$ cat src/hdl/cobs_pkg.sv
// Package for the COBS stream decoder: shared constants and beat types.
// Used by the interfaces and by every module of the decoder; depends on nothing.

package cobs_pkg;

  // Field widths fixed by the channel definitions
  localparam int BYTE_W = 8;
  localparam int LEN_W  = 11;

  // Frame length limit; the running count saturates here
  localparam int MAX_FRAME_BYTES = 1024;
  localparam int COUNT_W         = $clog2(MAX_FRAME_BYTES + 1);

  // Code byte that opens a full group with no implied delimiter after it
  localparam logic [BYTE_W-1:0] GROUP_MAX_CODE = 8'hFF;

  // Encoded beat as held in the input register
  typedef struct packed {
    logic [BYTE_W-1:0] in_byte;
    logic              frame_last;
  } in_beat_t;

  // Decoded beat as held in the result register
  typedef struct packed {
    logic [BYTE_W-1:0] out_byte;
    logic              out_valid;
    logic              frame_done;
    logic              frame_error;
    logic [LEN_W-1:0]  decoded_length;
  } out_beat_t;

endpackage

$ cat src/hdl/cobs_in_if.sv
// Input channel of the COBS decoder: valid/ready handshake with an encoded byte.
// Depends on cobs_pkg for the field widths.

interface cobs_in_if;
  logic                       valid;
  logic                       ready;
  logic [cobs_pkg::BYTE_W-1:0] in_byte;
  logic                       frame_last;

  modport source (output valid, output in_byte, output frame_last, input ready);
  modport sink   (input valid, input in_byte, input frame_last, output ready);
endinterface

$ cat src/hdl/cobs_out_if.sv
// Output channel of the COBS decoder: valid/ready handshake with a decoded beat.
// Depends on cobs_pkg for the field widths.

interface cobs_out_if;
  logic                        valid;
  logic                        ready;
  logic [cobs_pkg::BYTE_W-1:0] out_byte;
  logic                        out_valid;
  logic                        frame_done;
  logic                        frame_error;
  logic [cobs_pkg::LEN_W-1:0]  decoded_length;

  modport source (output valid, output out_byte, output out_valid, output frame_done,
                  output frame_error, output decoded_length, input ready);
  modport sink   (input valid, input out_byte, input out_valid, input frame_done,
                  input frame_error, input decoded_length, output ready);
endinterface

$ cat src/hdl/cobs_in_reg.sv
// Input register of the COBS decoder: holds one encoded beat until the step logic takes it.
// Depends on cobs_pkg.

module cobs_in_reg (
  input  logic               clk,
  input  logic               rst,
  input  logic               in_valid,
  output logic               in_ready,
  input  cobs_pkg::in_beat_t in_beat,
  output logic               held_valid,
  output cobs_pkg::in_beat_t held_beat,
  input  logic               take
);

  // Free when empty or when the held beat leaves this cycle
  assign in_ready = !held_valid || take;

  // Occupancy flag
  always_ff @(posedge clk) begin
    if (rst) begin
      held_valid <= 1'b0;
    end else if (in_ready) begin
      held_valid <= in_valid;
    end
  end

  // Payload, no reset needed
  always_ff @(posedge clk) begin
    if (in_ready && in_valid) begin
      held_beat <= in_beat;
    end
  end

endmodule

$ cat src/hdl/cobs_step.sv
// Decode step of the COBS decoder: group/frame state, delimiter register and result logic.
// Depends on cobs_pkg.

module cobs_step (
  input  logic                        clk,
  input  logic                        rst,
  input  logic                        cfg_we,
  input  logic [cobs_pkg::BYTE_W-1:0] cfg_wdata,
  input  cobs_pkg::in_beat_t          beat,
  input  logic                        take,
  output logic                        has_result,
  output cobs_pkg::out_beat_t         result
);

  logic [cobs_pkg::BYTE_W-1:0]  delimiter_value;
  logic [cobs_pkg::BYTE_W-1:0]  bytes_left;
  logic                         last_code_was_max;
  logic                         at_frame_start;
  logic [cobs_pkg::COUNT_W-1:0] decoded_count;

  logic [cobs_pkg::BYTE_W-1:0]  bytes_left_next;
  logic                         last_code_was_max_next;
  logic                         at_frame_start_next;
  logic [cobs_pkg::COUNT_W-1:0] decoded_count_next;

  logic                         in_group;
  logic                         emit;
  logic                         frame_error;

  // Delimiter register
  always_ff @(posedge clk) begin
    if (rst) begin
      delimiter_value <= '0;
    end else if (cfg_we) begin
      delimiter_value <= cfg_wdata;
    end
  end

  // One encoded byte: data byte inside a group, else code byte
  always_comb begin
    in_group = (bytes_left != '0);
    emit     = in_group || (!at_frame_start && !last_code_was_max);

    if (in_group) begin
      bytes_left_next        = bytes_left - 1'b1;
      last_code_was_max_next = last_code_was_max;
    end else begin
      bytes_left_next        = (beat.in_byte > 8'd1) ? beat.in_byte - 1'b1 : '0;
      last_code_was_max_next = (beat.in_byte == cobs_pkg::GROUP_MAX_CODE);
    end
    at_frame_start_next = 1'b0;

    // saturating length count
    if (emit && (decoded_count < cobs_pkg::COUNT_W'(cobs_pkg::MAX_FRAME_BYTES))) begin
      decoded_count_next = decoded_count + 1'b1;
    end else begin
      decoded_count_next = decoded_count;
    end

    frame_error = beat.frame_last && (bytes_left_next != '0);
    has_result  = emit || beat.frame_last;

    result.out_byte       = emit ? (in_group ? beat.in_byte : delimiter_value) : '0;
    result.out_valid      = emit;
    result.frame_done     = beat.frame_last;
    result.frame_error    = frame_error;
    result.decoded_length = (beat.frame_last && !frame_error) ?
                            cobs_pkg::LEN_W'(decoded_count_next) : '0;
  end

  // Group and frame state; any frame end returns to the start-of-frame state
  always_ff @(posedge clk) begin
    if (rst) begin
      bytes_left        <= '0;
      last_code_was_max <= 1'b0;
      at_frame_start    <= 1'b1;
      decoded_count     <= '0;
    end else if (take) begin
      if (beat.frame_last) begin
        bytes_left        <= '0;
        last_code_was_max <= 1'b0;
        at_frame_start    <= 1'b1;
        decoded_count     <= '0;
      end else begin
        bytes_left        <= bytes_left_next;
        last_code_was_max <= last_code_was_max_next;
        at_frame_start    <= at_frame_start_next;
        decoded_count     <= decoded_count_next;
      end
    end
  end

endmodule

$ cat src/hdl/cobs_out_reg.sv
// Result register of the COBS decoder: holds one decoded beat until the sink takes it.
// Depends on cobs_pkg.

module cobs_out_reg (
  input  logic                clk,
  input  logic                rst,
  input  logic                load,
  input  cobs_pkg::out_beat_t load_beat,
  output logic                can_load,
  output logic                out_valid,
  input  logic                out_ready,
  output cobs_pkg::out_beat_t out_beat
);

  // Room when empty or when the held beat is taken this cycle
  assign can_load = !out_valid || out_ready;

  // Occupancy flag
  always_ff @(posedge clk) begin
    if (rst) begin
      out_valid <= 1'b0;
    end else if (can_load) begin
      out_valid <= load;
    end
  end

  // Payload
  always_ff @(posedge clk) begin
    if (can_load && load) begin
      out_beat <= load_beat;
    end
  end

endmodule

$ cat src/hdl/cobs_stream_decoder_top.sv
// COBS stream decoder, top level. Path from input beat to result beat: input register,
// then decode step into the result register.
// Throughput: one encoded byte per cycle while the result register has room.
// Reset: rst, synchronous and active high, empties both registers, restores the
// start-of-frame state and clears the delimiter to 0.
// Depends on cobs_pkg, cobs_in_if, cobs_out_if, cobs_in_reg, cobs_step, cobs_out_reg.

module cobs_stream_decoder_top (
  input  logic                        clk,
  input  logic                        rst,
  cobs_in_if.sink                     in_ch,
  cobs_out_if.source                  out_ch,
  input  logic                        cfg_we,
  input  logic [cobs_pkg::BYTE_W-1:0] cfg_wdata
);

  cobs_pkg::in_beat_t  in_beat;
  cobs_pkg::in_beat_t  held_beat;
  cobs_pkg::out_beat_t step_result;
  cobs_pkg::out_beat_t out_beat;
  logic                held_valid;
  logic                has_result;
  logic                can_load;
  logic                take;

  assign in_beat.in_byte    = in_ch.in_byte;
  assign in_beat.frame_last = in_ch.frame_last;

  // Held beat moves on when the result register has room
  assign take = held_valid && can_load;

  cobs_in_reg u_in_reg (
    .clk        (clk),
    .rst        (rst),
    .in_valid   (in_ch.valid),
    .in_ready   (in_ch.ready),
    .in_beat    (in_beat),
    .held_valid (held_valid),
    .held_beat  (held_beat),
    .take       (take)
  );

  cobs_step u_step (
    .clk        (clk),
    .rst        (rst),
    .cfg_we     (cfg_we),
    .cfg_wdata  (cfg_wdata),
    .beat       (held_beat),
    .take       (take),
    .has_result (has_result),
    .result     (step_result)
  );

  cobs_out_reg u_out_reg (
    .clk       (clk),
    .rst       (rst),
    .load      (take && has_result),
    .load_beat (step_result),
    .can_load  (can_load),
    .out_valid (out_ch.valid),
    .out_ready (out_ch.ready),
    .out_beat  (out_beat)
  );

  assign out_ch.out_byte       = out_beat.out_byte;
  assign out_ch.out_valid      = out_beat.out_valid;
  assign out_ch.frame_done     = out_beat.frame_done;
  assign out_ch.frame_error    = out_beat.frame_error;
  assign out_ch.decoded_length = out_beat.decoded_length;

endmodule

$ cat src/flat_wrapper.sv
// flat-port wrapper written by rule: the top's interface ports become plain ports
module cobs_stream_decoder_top_flat 
  (clk, rst, cfg_we, cfg_wdata, in_ch_valid, in_ch_in_byte, in_ch_frame_last, in_ch_ready, out_ch_valid, out_ch_out_byte, out_ch_out_valid, out_ch_frame_done, out_ch_frame_error, out_ch_decoded_length, out_ch_ready);
  cobs_in_if in_ch_i ();
  cobs_out_if out_ch_i ();
  input  logic clk;
  input  logic rst;
  input  logic cfg_we;
  input  logic [cobs_pkg::BYTE_W-1:0] cfg_wdata;
  input wire logic [$bits(in_ch_i.valid)-1:0] in_ch_valid;
  input wire logic [$bits(in_ch_i.in_byte)-1:0] in_ch_in_byte;
  input wire logic [$bits(in_ch_i.frame_last)-1:0] in_ch_frame_last;
  output wire logic [$bits(in_ch_i.ready)-1:0] in_ch_ready;
  output wire logic [$bits(out_ch_i.valid)-1:0] out_ch_valid;
  output wire logic [$bits(out_ch_i.out_byte)-1:0] out_ch_out_byte;
  output wire logic [$bits(out_ch_i.out_valid)-1:0] out_ch_out_valid;
  output wire logic [$bits(out_ch_i.frame_done)-1:0] out_ch_frame_done;
  output wire logic [$bits(out_ch_i.frame_error)-1:0] out_ch_frame_error;
  output wire logic [$bits(out_ch_i.decoded_length)-1:0] out_ch_decoded_length;
  input wire logic [$bits(out_ch_i.ready)-1:0] out_ch_ready;
  assign in_ch_i.valid = in_ch_valid;
  assign in_ch_i.in_byte = in_ch_in_byte;
  assign in_ch_i.frame_last = in_ch_frame_last;
  assign in_ch_ready = in_ch_i.ready;
  assign out_ch_valid = out_ch_i.valid;
  assign out_ch_out_byte = out_ch_i.out_byte;
  assign out_ch_out_valid = out_ch_i.out_valid;
  assign out_ch_frame_done = out_ch_i.frame_done;
  assign out_ch_frame_error = out_ch_i.frame_error;
  assign out_ch_decoded_length = out_ch_i.decoded_length;
  assign out_ch_i.ready = out_ch_ready;
  cobs_stream_decoder_top u_core (.clk(clk), .rst(rst), .in_ch(in_ch_i), .out_ch(out_ch_i), .cfg_we(cfg_we), .cfg_wdata(cfg_wdata));
endmodule
$ cat config.mk
export PLATFORM = sky130hd
export DESIGN_NAME = cobs_stream_decoder_top_flat
export DESIGN_NICKNAME = d
export VERILOG_FILES = /design/src/hdl/cobs_pkg.sv /design/src/hdl/cobs_in_if.sv /design/src/hdl/cobs_out_if.sv /design/src/hdl/cobs_in_reg.sv /design/src/hdl/cobs_step.sv /design/src/hdl/cobs_out_reg.sv /design/src/hdl/cobs_stream_decoder_top.sv /design/src/flat_wrapper.sv
export SDC_FILE = /design/constraint.sdc
export NUM_CORES = 1
export LEC_CHECK = 0
export BUFFER_PORTS_ARGS = -buffer_cell sky130_fd_sc_hd__buf_2
export CORE_UTILIZATION = 51
export CTS_CLUSTER_SIZE = 28
export DETAILED_ROUTE_END_ITERATION = 6
export GPL_TIMING_DRIVEN = 0
export MAX_ROUTING_LAYER = met4
export PLACE_DENSITY = 0.78
export RECOVER_POWER = 100
export SYNTH_ARGS = -nofsm -noshare
export SYNTH_HDL_FRONTEND = slang
export SYNTH_SLANG_ARGS = --single-unit
$ cat constraint.sdc
create_clock -name clk -period 2.58 [get_ports clk]
set_input_delay 0.129 -clock clk [delete_from_list [all_inputs] [get_ports clk]]
set_output_delay 0.129 -clock clk [all_outputs]
set_load 0.005 [all_outputs]
==> metrics.md <==
| Metric | Value |
|---|---|
| Status | `completed` |
| CP dominant cell by count | `buf_6` |
| Mapped Nets | `350` |
| Post-route insts no fill | `roughly 480` |
| RSZ-0062 raised after global routing | `true` |
| Number of instances in the placed design | `about 440` |
| Clock Latency Late Sink | `0.34 ns` |
| Synth warn | `0` |
| FP Rows | `28` |
| Upper clock frequency limit | `0.396 GHz` |
| Max IR drop VDD | `0.387 mV` |
| Ys async rst share | `0` |
| Initial Util | `0.538` |
| Sw Pwr | `754 uW` |
| Drt first pass iters | `5` |
| Pwr dens | `670 nW/um^2` |
| Crit-path cells | `inv_2 -> ha_4 -> or4b_4 -> buf_6 -> or4b_1 -> and2_1 -> nand3b_1 -> buf_6 -> nor4_2` |
| WL/cell | `16.3 um` |
| Worst slew pin tran | `0.630 ns` |
| Synth Instances | `323` |
| Lkg Pwr | `1.45 nW` |
| Max_slew headroom | `0.580` |
| Worst path max stage delay | `between 0.5 and 0.6 ns` |
| CP Max Fanout | `10` |
| Crit end category | `flop` |
| Max clock buf depth | `2` |
| Cts bufs inserted | `9` |
| Final Critical Period | `2.53 ns` |
| Crit path max-delay family | `simple AND/OR/NAND/NOR gates` |
| # port buffers | `43` |
| Reg clk slew, reported paths | `0.07 ns` |
| Min Hold Slack | `about 0.0055 ns` |
| Setup violators final | `0` |
| DRT antenna net count | `0` |
| CP max stage cell | `or4b_1` |
| Grt ovf | `0` |
| Nets | `423` |
| Mapped Area | `between 3000 and 4000 um^2` |
| Core area | `5990 um^2` |
| CTS tree | `done` |
| Clock power share | `0.351` |
| Die Wd | `81.5 um` |
| Clock sink count | `62` |
| Yosys cell types | `54` |
| First-pass GRT wire length | `12100 um` |
| H-Tree Depth | `3` |
| Initial antenna violation count | `0` |
| Root Driver | `clkbuf_8` |
| Crit path required time | `2.67 ns` |
| FF+latch area | `1560 um^2` |
| Syn_area_per_cell | `9.97 um^2` |
| Diode count | `0` |
| Yosys reg bits | `62` |
| Internal power | `roughly 1.9 mW` |
| Top_reg_cell synth | `edfxtp_1` |
| Slew Limit Fails | `0` |
| Final HPWL DP | `5100 um` |
| # fillers | `505` |
| Crit path arrival time | `approximately 2.6 ns` |
| EDFF count, synth | `31` |
| Fin crit share | `0.979` |
| DR DRC count | `0` |
| Sequential share of power | `0.426` |
| Final Hold Viols | `0` |
| Gpl congestion | `approximately 0.90` |
| Combinational power share | `0.222` |
| Gr usage total | `0.252` |
| Initial drt markers | `267` |
| Final Total Pwr | `2.66 mW` |
| Io pins | `46` |
| Hold Crit Class | `in2reg` |
| Layout area overhead | `23.2%` |
| Setup CP Type | `reg2reg` |
| Post-synthesis sequential area ratio | `0.482` |
| Die height | `81.5 um` |
| Worst Path Buf+Inv | `3` |
| Vias in the first global route | `2511` |
| Max Cap Violations | `0` |
| Via count | `2851` |
| Sw Ratio | `0.283` |
| WL final | `7760 um` |
| Via-to-Cell Ratio | `6.00` |
| Worst Skew | `about 0.0075 ns` |
| Largest net degree at the start of global routing | `23` |
| Die Area | `6640 um^2` |
| Share of layout cells above drive strength 1 | `0.243` |
| Critical Path Start Type | `flop` |
| Multi-input logic area | `between 1500 and 2000 um^2` |
## cells in the final DEF, fill, tap and decap left out, types with 3 or more instances in the layout
| cell type | Yosys | routed |
|---|---|---|
| nor3_1 | 6 | 5 |
| nand3_1 | 11 | 11 |
| ha_1 | 5 | 3 |
| or4_1 | 8 | 8 |
| clkbuf_8 | 0 | 10 |
| nor3b_1 | 5 | 5 |
| clkbuf_1 | 17 | 27 |
| xnor2_1 | 5 | 5 |
| dlygate4sd3_1 | 0 | 9 |
| o21ai_0 | 13 | 11 |
| xor2_1 | 9 | 9 |
| nor4_2 | 9 | 10 |
| buf_4 | 1 | 13 |
| buf_2 | 2 | 32 |
| nand4_1 | 7 | 7 |
| nand3b_1 | 9 | 9 |
| or2_2 | 4 | 4 |
| nor2_1 | 20 | 20 |
| or3_1 | 3 | 3 |
| dfxtp_1 | 31 | 30 |
| nand2b_1 | 3 | 3 |
| and3_1 | 4 | 4 |
| edfxtp_1 | 31 | 31 |
| mux2i_1 | 10 | 10 |
| o22ai_1 | 3 | 3 |
| inv_2 | 0 | 4 |
| nand2_1 | 35 | 35 |
| o31ai_1 | 3 | 3 |
| buf_6 | 2 | 4 |
| inv_1 | 8 | 3 |
| a31oi_1 | 8 | 8 |
| a21oi_1 | 16 | 15 |
## power groups by stage
stage | registers, mW | logic (mW) | clock network [mW]
floorplan | 1.15 | 0.349 | 0
global placement | 1.15 | 0.476 | 0
detailed placement | 1.15 | 0.485 | 0
CTS | 1.13 | 0.542 | 0.943
global route | 1.14 | 0.640 | 0.984
finish | 1.13 | 0.591 | 0.935
## registers in the layout, indices dropped and copies added, names as in the netlist
name                             flops
u_core.u_step.decoded_count         11
u_core.u_out_reg.out_beat           22
u_core.u_step.at_frame_start         1
u_core.u_in_reg.held_beat            9
u_core.u_out_reg.out_valid           1
u_core.u_step.bytes_left             8
u_core.u_in_reg.held_valid           1
u_core.u_step.delimiter_value        8
u_core.u_step.last_code_was_max      1
## per-layer routing
layer / track usage / vias up / wire length, um
li1: - / 1350 / -
met1: 0.336 / 1355 / 3410
met2: 0.375 / 123 / 3580
met3: 0.0611 / 23 / 603
met4: 0.0857 / 0 / 164
met5: - / - / 0
## layout make-up
| cell class | instances | area share |
|---|---|---|
| Timing Repair Buffer | 64 | 0.0962 |
| Clock buffer | 11 | 0.0356 |
| Sequential cell | 62 | 0.392 |
| Inverter | 8 | 0.00820 |
| Buffer | 20 | 0.0274 |
| Tap cell | 75 | 0.0236 |
| Clock inverter | 4 | 0.0180 |
| Multi-Input combinational cell | 231 | 0.399 |
## synthesized netlist by cell type, types with 4 or more instances
library cell,number,area (um^2)
nand2_1,35,131
dfxtp_1,31,621
edfxtp_1,31,931
nor2_1,20,75.1
clkbuf_1,17,63.8
a21oi_1,16,80.1
o21ai_0,13,65.1
nand3_1,11,55.1
mux2i_1,10,100
nand3b_1,9,67.6
nor4_2,9,113
xor2_1,9,78.8
a31oi_1,8,50.1
inv_1,8,30.0
or4_1,8,60.1
nand4_1,7,43.8
nor3_1,6,30.0
ha_1,5,62.6
nor3b_1,5,37.5
xnor2_1,5,43.8
and3_1,4,25.0
or2_2,4,25.0
## worst min-delay path, stage by stage
cell and delay [ns]:
buf_2 0.08, a21oi_1 0.04, nor2_1 0.07
## repair_timing
action	4_1_cts	5_1_grt
hold buffers	9	0
cloned	0	0
pin swaps	2	5
hold endpoints to repair	9	0
endpoints found under the setup margin	34	34
resized for setup	10	16
setup buffers	6	6
## final timing paths
check                           slack, ns                         start  depth (start not counted)                           end
worst max-delay path                 0.05   u_core.u_step.bytes_left[0]                          9  u_core.u_out_reg.out_beat[2]
worst min-delay path                0.006                   in_ch_valid                          3    u_core.u_in_reg.held_valid
worst max register to register       0.05   u_core.u_step.bytes_left[0]                          9  u_core.u_out_reg.out_beat[2]
worst min register to register       0.48  u_core.u_step.at_frame_start                          2  u_core.u_step.at_frame_start
## cells by family after synthesis
logic type / after synthesis / synth area share
AOI/OAI and AO/OA: 59 / 0.117
xor gates and xnor gates: 14 / 0.0381
buffers and inverters: 30 / 0.0416
muxes: 11 / 0.0346
adders and majority gates: 5 / 0.0194
DFF: 62 / 0.482
and+or+nand+nor: 142 / 0.267
## metrics by stage
stage	setup WS, ns	util	TNS, ns	area (um^2)
floorplan	0.141	-	0	3220
global placement	-0.271	0.589	-7.14	3530
detailed placement	-0.305	0.589	-9.24	3530
CTS	-0.0302	0.652	-0.0302	3910
global route	-0.0217	0.662	-0.504	3970
finish	0.0529	0.662	0	3970
(Power assumes the default switching activity.)
